===== config.mk =====
export PLATFORM = sky130hd
export DESIGN_NAME = rotary_encoder_with_press_key
export DESIGN_NICKNAME = d
export VERILOG_FILES = /design/src/design/rek_pkg.sv /design/src/design/rek_regs.sv /design/src/design/rek_core.sv /design/src/design/rotary_encoder_with_press_key.sv
export SDC_FILE = /design/constraint.sdc
export NUM_CORES = 1
export LEC_CHECK = 0
export BUFFER_PORTS_ARGS = -buffer_cell sky130_fd_sc_hd__buf_2
export CAP_MARGIN = 20
export CORE_MARGIN = 1.5
export CORE_UTILIZATION = 45
export DETAILED_ROUTE_END_ITERATION = 8
export GPL_TIMING_DRIVEN = 0
export PLACE_DENSITY = 0.66
export REMOVE_ABC_BUFFERS = 1
export SLEW_MARGIN = 15
export SYNTH_ARGS = -nofsm -noshare
export SYNTH_HDL_FRONTEND = slang
export SYNTH_HIERARCHICAL = 1
export SYNTH_SLANG_ARGS = --single-unit

===== constraint.sdc =====
create_clock -name clk -period 5.1 [get_ports clk]
set_clock_uncertainty 0.15 [all_clocks]
set_input_delay 1.275 -clock clk [delete_from_list [all_inputs] [get_ports clk]]
set_output_delay 1.275 -clock clk [all_outputs]
set_load 0.01 [all_outputs]

===== src/design/rek_pkg.sv =====
// ----------------------------------------------------------------------------
// rek_pkg
// Shared types, widths and codes for the rotary encoder with push key block.
// ----------------------------------------------------------------------------
package rek_pkg;

    // width of the internal rotation counter
    localparam int COUNT_BITS = 16;
    // width of the timestamp arithmetic
    localparam int TIME_BITS  = 32;

    // register file layout
    localparam int ADDR_BITS = 4;
    localparam int DATA_BITS = 32;

    localparam logic [1:0] REG_LONG_PRESS = 2'd0;
    localparam logic [1:0] REG_SHORT_MIN  = 2'd1;
    localparam logic [1:0] REG_DIRECTION  = 2'd2;

    // register reset values
    localparam logic [15:0] LONG_PRESS_RST = 16'd1000;
    localparam logic [15:0] SHORT_MIN_RST  = 16'd10;

    // request kinds
    localparam logic REQ_SAMPLE = 1'b0;
    localparam logic REQ_READ   = 1'b1;

    // combined state codes
    localparam logic [3:0] CODE_NONE  = 4'd0;
    localparam logic [3:0] CODE_SHORT = 4'd3;
    localparam logic [3:0] CODE_LONG  = 4'd6;
    localparam logic [3:0] CODE_MAX   = 4'd8;

    // last motion seen by the decoder
    typedef enum logic [1:0] {
        MOTION_NONE = 2'd0,
        MOTION_UP   = 2'd1,
        MOTION_DOWN = 2'd2
    } motion_t;

    // key classifier states
    typedef enum logic [3:0] {
        PHASE_IDLE    = 4'b0001,
        PHASE_PRESSED = 4'b0010,
        PHASE_SHORT   = 4'b0100,
        PHASE_LONG    = 4'b1000
    } phase_t;

    // input word
    typedef struct packed {
        logic        req_type;
        logic        a_level;
        logic        b_level;
        logic        key_level;
        logic [31:0] now_ms;
    } req_t;

    // result word
    typedef struct packed {
        logic [3:0]         state_code;
        logic signed [15:0] count;
    } rsp_t;

    // configuration seen by the core
    typedef struct packed {
        logic [15:0] long_press_ms;
        logic [15:0] short_min_ms;
        logic        direction;
    } cfg_t;

endpackage


===== src/design/rek_regs.sv =====
// ----------------------------------------------------------------------------
// rek_regs
// APB register file holding the press thresholds and the count direction.
// ----------------------------------------------------------------------------
module rek_regs
    import rek_pkg::*;
(
    input  logic                 clk,
    input  logic                 rst_n,
    input  logic                 psel,
    input  logic                 penable,
    input  logic                 pwrite,
    input  logic [ADDR_BITS-1:0] paddr,
    input  logic [DATA_BITS-1:0] pwdata,
    output logic [DATA_BITS-1:0] prdata,
    output logic                 pready,
    output cfg_t                 cfg
);

    logic [15:0] long_press_reg;
    logic [15:0] short_min_reg;
    logic        direction_reg;
    logic        wr_en;
    logic [1:0]  reg_sel;

    assign wr_en   = psel & penable & pwrite;
    assign reg_sel = paddr[3:2];
    assign pready  = 1'b1;

    // register writes
    always_ff @(posedge clk or negedge rst_n)
    begin
        if (!rst_n)
        begin
            long_press_reg <= LONG_PRESS_RST;
            short_min_reg  <= SHORT_MIN_RST;
            direction_reg  <= 1'b0;
        end
        else if (wr_en)
        begin
            unique case (reg_sel)
                REG_LONG_PRESS: long_press_reg <= pwdata[15:0];
                REG_SHORT_MIN:  short_min_reg  <= pwdata[15:0];
                REG_DIRECTION:  direction_reg  <= pwdata[0];
                default:        ;
            endcase
        end
    end

    // read mux
    always_comb
    begin
        unique case (reg_sel)
            REG_LONG_PRESS: prdata = {16'd0, long_press_reg};
            REG_SHORT_MIN:  prdata = {16'd0, short_min_reg};
            REG_DIRECTION:  prdata = {31'd0, direction_reg};
            default:        prdata = '0;
        endcase
    end

    assign cfg.long_press_ms = long_press_reg;
    assign cfg.short_min_ms  = short_min_reg;
    assign cfg.direction     = direction_reg;

endmodule


===== src/design/rek_core.sv =====
// ----------------------------------------------------------------------------
// rek_core
// Quadrature decoder, key classifier and result register; one word per cycle unless rsp stalls.
// ----------------------------------------------------------------------------
module rek_core
    import rek_pkg::*;
(
    input  logic clk,
    input  logic rst_n,
    input  cfg_t cfg,
    input  logic req_valid,
    output logic req_ready,
    input  req_t req_word,
    output logic rsp_valid,
    input  logic rsp_ready,
    output rsp_t rsp_word
);

    logic                  armed_reg,  armed_next;
    logic                  bfall_reg,  bfall_next;
    logic [COUNT_BITS-1:0] count_reg,  count_next;
    motion_t               motion_reg, motion_next;
    phase_t                phase_reg,  phase_next;
    logic [TIME_BITS-1:0]  start_reg,  start_next;
    logic                  valid_reg,  valid_next;
    rsp_t                  rsp_reg,    rsp_next;

    logic                    accept;
    logic                    step_en;
    logic                    step_up;
    logic [TIME_BITS-1:0]    now_t;
    logic [TIME_BITS-1:0]    held;
    logic                    at_long;
    logic                    at_short;
    logic [3:0]              base_code;
    logic [COUNT_BITS+15:0]  count_ext;

    // output register frees up when taken or empty
    assign req_ready = ~valid_reg | rsp_ready;
    assign accept    = req_valid & req_ready;

    assign now_t    = req_word.now_ms[TIME_BITS-1:0];
    assign held     = now_t - start_reg;
    assign at_long  = held >= TIME_BITS'(cfg.long_press_ms);
    assign at_short = held >= TIME_BITS'(cfg.short_min_ms);

    // code base from key phase
    always_comb
    begin
        unique case (phase_reg)
            PHASE_SHORT: base_code = CODE_SHORT;
            PHASE_LONG:  base_code = CODE_LONG;
            default:     base_code = CODE_NONE;
        endcase
    end

    // state update for one accepted word
    always_comb
    begin
        armed_next  = armed_reg;
        bfall_next  = bfall_reg;
        count_next  = count_reg;
        motion_next = motion_reg;
        phase_next  = phase_reg;
        start_next  = start_reg;
        step_en     = 1'b0;
        step_up     = 1'b0;
        rsp_next    = rsp_reg;

        if (accept)
        begin
            if (req_word.req_type == REQ_READ)
            begin
                motion_next = MOTION_NONE;
            end
            else
            begin
                // quadrature: arm on A low, decide on A high
                if (!req_word.a_level && !armed_reg)
                begin
                    armed_next = 1'b1;
                    bfall_next = req_word.b_level;
                end
                else if (req_word.a_level && armed_reg)
                begin
                    armed_next = 1'b0;
                    if (bfall_reg && !req_word.b_level)
                    begin
                        step_en = 1'b1;
                        step_up = ~cfg.direction;
                    end
                    else if (!bfall_reg && req_word.b_level)
                    begin
                        step_en = 1'b1;
                        step_up = cfg.direction;
                    end
                end

                if (step_en)
                begin
                    count_next  = step_up ? count_reg + 1'b1 : count_reg - 1'b1;
                    motion_next = step_up ? MOTION_UP : MOTION_DOWN;
                end

                // key classifier
                if (!req_word.key_level)
                begin
                    unique case (phase_reg)
                        PHASE_IDLE:
                        begin
                            phase_next = PHASE_PRESSED;
                            start_next = now_t;
                        end
                        PHASE_PRESSED:
                        begin
                            if (at_long)
                                phase_next = PHASE_LONG;
                        end
                        default: ;
                    endcase
                end
                else if (phase_reg == PHASE_PRESSED)
                begin
                    if (at_long)
                        phase_next = PHASE_LONG;
                    else if (at_short)
                        phase_next = PHASE_SHORT;
                end
                else
                begin
                    phase_next = PHASE_IDLE;
                    start_next = now_t;
                end
            end

            count_ext           = {16'd0, count_next};
            rsp_next.count      = count_ext[15:0];
            rsp_next.state_code = (req_word.req_type == REQ_READ)
                                ? base_code + {2'b00, motion_reg}
                                : CODE_NONE;
        end
        else
        begin
            count_ext = {16'd0, count_reg};
        end
    end

    assign valid_next = accept | (valid_reg & ~rsp_ready);

    // control state
    always_ff @(posedge clk or negedge rst_n)
    begin
        if (!rst_n)
        begin
            armed_reg  <= 1'b0;
            bfall_reg  <= 1'b0;
            count_reg  <= '0;
            motion_reg <= MOTION_NONE;
            phase_reg  <= PHASE_IDLE;
            start_reg  <= '0;
            valid_reg  <= 1'b0;
        end
        else
        begin
            armed_reg  <= armed_next;
            bfall_reg  <= bfall_next;
            count_reg  <= count_next;
            motion_reg <= motion_next;
            phase_reg  <= phase_next;
            start_reg  <= start_next;
            valid_reg  <= valid_next;
        end
    end

    // result payload
    always_ff @(posedge clk)
    begin
        rsp_reg <= rsp_next;
    end

    assign rsp_valid = valid_reg;
    assign rsp_word  = rsp_reg;

endmodule


===== src/design/rotary_encoder_with_press_key.sv =====
// ----------------------------------------------------------------------------
// rotary_encoder_with_press_key
// Rotary encoder decoder with short and long press key detection.
// ----------------------------------------------------------------------------
// Usage:
//   req channel: one word per sample or read. req_type 0 carries the A, B and
//   key pin levels plus a millisecond timestamp; req_type 1 asks for the
//   combined key/motion code and clears the recorded motion.
//   rsp channel: exactly one word per request, holding state_code (0 for
//   samples) and the rotation count after the request.
//   The result is registered: a word taken on req shows on rsp in the cycle
//   after. Throughput is one word per cycle while rsp_ready is high; the single
//   output register is the only stage, and the next request is taken in the
//   same cycle the pending result is taken.
//   When the receiver stalls, the result holds in the output register and
//   req_ready drops until it is taken.
//   Reset clears the count, the decoder arming, the motion and the key phase,
//   and loads the thresholds with 1000 ms (long) and 10 ms (short minimum).
//   The APB port holds long_press_ms at 0x0, short_min_ms at 0x4 and
//   direction at 0x8; pready is always high. Write registers only while idle.
// ----------------------------------------------------------------------------
module rotary_encoder_with_press_key
    import rek_pkg::*;
(
    input  logic                 clk,
    input  logic                 rst_n,
    input  logic                 psel,
    input  logic                 penable,
    input  logic                 pwrite,
    input  logic [ADDR_BITS-1:0] paddr,
    input  logic [DATA_BITS-1:0] pwdata,
    output logic [DATA_BITS-1:0] prdata,
    output logic                 pready,
    input  logic                 req_valid,
    output logic                 req_ready,
    input  req_t                 req_word,
    output logic                 rsp_valid,
    input  logic                 rsp_ready,
    output rsp_t                 rsp_word
);

    cfg_t cfg;

    // configuration registers
    rek_regs u_regs (
        .clk     (clk),
        .rst_n   (rst_n),
        .psel    (psel),
        .penable (penable),
        .pwrite  (pwrite),
        .paddr   (paddr),
        .pwdata  (pwdata),
        .prdata  (prdata),
        .pready  (pready),
        .cfg     (cfg)
    );

    // decoder and result stage
    rek_core u_core (
        .clk       (clk),
        .rst_n     (rst_n),
        .cfg       (cfg),
        .req_valid (req_valid),
        .req_ready (req_ready),
        .req_word  (req_word),
        .rsp_valid (rsp_valid),
        .rsp_ready (rsp_ready),
        .rsp_word  (rsp_word)
    );

endmodule


==> metrics.md <==
| Metric | Value |
|---|---|
| Share of cells above drive strength 1 | `~20%` |
| CTS tree | `built` |
| Tmin final | `about 5 ns` |
| Asr flop ratio synth | `approximately 80%` |
| Post-synth EDFFs | `20` |
| Via-to-Cell Ratio | `about 5.2` |
| Area contributors post-synth | `dfrtp_1 25%, ha_1 13%, edfxtp_1 7.5%` |
| Ys flop type | `dfrtp_1` |
| H-tree levels | `3` |
| Antenna diode count | `0` |
| Crit path kind | `primary input to flip-flop` |
| Worst-Skew Late Latency | `about 0.36 ns` |
| Final #Nets | `roughly 1,100` |
| Placer Congestion | `approximately 0.87` |
| Area grow syn2layout | `12.6%` |
| Placed Cells | `1,170` |
| Slew of the pin with the lowest slew margin | `about 0.94 ns` |
| Critical path endpoint category | `flip-flop` |
| Period utilization | `95.8%` |
| Hold Slack | `between 0.3 and 0.4 ns` |
| # setup viols final | `0` |
| Clock Tree Root | `clkbuf_16` |
| Core ar. | `roughly 17,000 sq um` |
| Worst reg2reg setup slack | `between 0.8 and 0.9 ns` |
| Clock sink count | `110` |
| R2r worst-path depth | `19` |
| Vias | `between 6,000 and 7,000` |
| Worst Hold Depth | `1` |
| DR pass1 iterations | `6` |
| Status | `finished clean` |
| Initial antenna violation count | `0` |
| HP Class | `flip-flop to flip-flop` |
| Crit start category | `primary input` |
| Fillers | `roughly 1,600` |
| Global-route wire length before repair | `roughly 28 mm` |
| Synth top area share | `around a quarter` |
| Final core utilization | `between 50% and 60%` |
| Slew HR | `a little under two fifths` |
| Tot Pwr | `around 0.0054 W` |
| Buffers added on ports | `just under 100` |
| Seq/Total Area, Yosys | `between 30% and 40%` |
| Vias in the first global route | `~5,700` |
| Gate Count Post-Synth | `around 870` |
| Hold Startpoint | `u_core/count_reg[15]` |
| Area leader, netlist | `dfrtp_1` |
| Total global routing overflow | `0` |
| Wirelength, routed | `around 17 mm` |
| Maxcap violations | `0` |
| Post-synth cell types | `73` |
| RR Endpoint | `u_core/phase_reg[3]` |
| Most common cell in the synthesized netlist | `nand2_1` |
| Inserted Clock Buffers | `9` |
| All-Layer GR Usage | `18.7%` |
| Post-Syn Area per Cell | `approximately 9 sq um` |
| DRT antenna net count | `0` |
| Fmax achieved | `approximately 0.20 GHz` |
| Power per cell area | `about 590 nW/um^2` |
| Clock Path Buffers | `2` |
| Synth top cells by count | `99 x nand2_1, 82 x ha_1, 81 x dfrtp_1` |
| Critical Path AT | `~5 ns` |
| Static Leak | `~4.3 nW` |
| Largest net degree at the start of global routing | `60` |
| Post-route DRC violation count | `0` |
| Die width | `between 100 and 150 um` |
| Worst Hold Endpoint | `u_core/count_reg[15]` |
| CTS clk-pin slew, worst paths | `about 0.070 ns` |
| Slew Limit Fails | `0` |
| DIE HEIGHT | `between 100 and 150 um` |
| Final Hold Viols | `0` |
| Worst Path Max Fanout | `4` |
| First DRT Iteration DRCs | `340` |
| Synth warnings | `6` |
| DP HPWL | `about 13 mm` |
| Number of synthesized register bits | `110` |
| Number of flip-flops in the largest register | `32` |
| Initial Util | `about 46%` |
| R2R Path Start | `u_core/start_reg[0]` |
| Site Rows | `48` |
| Crit path required time | `roughly 5.2 ns` |
| Mapped Area | `approximately 8000 sq um` |
| Peak VDD IR | `between 0.2 and 0.25 mV` |
| Avg WL per Cell | `between 10 and 15 um` |
| Top Ports | `134` |
| Final cell count without fillers | `around 1,200` |
| Die area | `approximately 19,000 sq um` |
cells by family after synthesis:
logic type               share of synthesized area [%]
XOR/XNOR                                          4.89
multiplexers                                      8.42
AO/OA/AOI/OAI                                     16.9
other                                           0.0932
buffers and inverters                             6.99
adder cells (fa/ha/maj)                           13.5
flip-flops                                        35.6
AND/OR/NAND/NOR                                   13.7
final cells by class:
| type | instances | area (sq um) | area share [%] |
|---|---|---|---|
| clock inverters | 7 | 50.0 | 0.552 |
| multi-input cells | 656 | 4750 | 52.3 |
| inverters | 79 | 297 | 3.27 |
| repair buffers | 108 | 608 | 6.70 |
| clock buffers | 9 | 225 | 2.48 |
| well taps | 225 | 282 | 3.10 |
| flip-flops and latches | 110 | 2860 | 31.6 |
metrics by stage:
step / setup WS [ns] / setup TNS (ns) / instance area [sq um]
floorplan: 0.261 / 0 / 7850
global placement: -0.525 / -14.06 / 8620
detailed placement: -0.450 / -1.11 / 8690
CTS: 0.0670 / 0 / 8970
global route: -0.0285 / -0.0285 / 9070
finish: 0.217 / 0 / 9070
power breakdown:
| part | leakage (nW) | internal [W] | switching, W | total, W |
|---|---|---|---|---|
| logic | 2.88 | 0.00149 | 0.00183 | 0.00332 |
| registers | 1.31 | 0.00122 | 0.000168 | 0.00139 |
| clock network | 0.123 | 0.000333 | 0.000351 | 0.000684 |
| total | 4.31 | 0.00304 | 0.00235 | 0.00539 |
worst max-delay path by stage:
stage                            from              endpoint  slack [ns]  depth (start not counted)
after floorplan           req_word[4]   u_core/phase_reg[3]        0.26                         19
after global placement      rsp_ready  u_core/start_reg[31]       -0.53                          6
after detailed placement  req_word[0]   u_core/phase_reg[3]       -0.45                         19
after CTS                 req_word[0]   u_core/phase_reg[3]        0.07                         20
after global routing      req_word[0]   u_core/phase_reg[3]       -0.03                         21
final                     req_word[0]   u_core/phase_reg[3]        0.22                         21
repair_timing:
item | CTS | global route
gates resized for setup | 0 | 8
hold buffers | 0 | 0
endpoints found under the setup margin | 1 | 3
buffers inserted | 1 | 7
pin swaps | 1 | 10
gates cloned | 0 | 0
worst max-delay path: stages:
cell and delay [ns]:
buf_2 0.09, inv_1 0.04, ha_1 0.21, fa_2 0.36, nand2b_4 0.17, a21oi_4 0.17, o21a_1 0.19, a21o_1 0.18
a41oi_1 0.14, xnor2_1 0.17, buf_4 0.15, ha_1 0.31, a21oi_2 0.15, o22ai_1 0.08, a211o_1 0.27, a21oi_1 0.12
nand4_1 0.12, nor4_2 0.31, nand4_1 0.11, buf_4 0.18, a22o_1 0.19
placed cells by master, fill, tap and decap left out, drive strengths merged, types with 3 or more instances in the layout:
cell | Yosys | routed
a2111oi | 3 | 3
a211o | 3 | 3
a21o | 20 | 20
a21oi | 48 | 48
a31oi | 11 | 11
and2 | 6 | 6
and3 | 10 | 10
and4 | 5 | 5
buf | 25 | 108
clkbuf | 19 | 9
clkinvlp | 0 | 4
conb | 2 | 17
dfrtp | 81 | 81
dfstp | 9 | 9
edfxtp | 20 | 20
fa | 3 | 3
ha | 82 | 82
inv | 79 | 80
mux2 | 40 | 40
mux2i | 19 | 19
nand2 | 99 | 99
nand2b | 12 | 12
nand3 | 11 | 11
nand3b | 5 | 5
nand4 | 8 | 8
nor2 | 44 | 44
nor2b | 4 | 4
nor3 | 16 | 16
o2111ai | 5 | 5
o211ai | 6 | 6
o21a | 5 | 5
o21ai | 91 | 91
o21bai | 5 | 5
o31ai | 3 | 3
or2 | 5 | 5
xnor2 | 32 | 32
xor2 | 13 | 13
metal layers:
layer | GRT usage, % | part of all wire, % | wire [um]
met1 | 25.3 | 48 | 8230
met2 | 30.9 | 47 | 8140
met5 | 0 | 0 | 0
met3 | 2.81 | 3.0 | 510
met4 | 5.44 | 1.6 | 271
(Power assumes the default switching activity.)
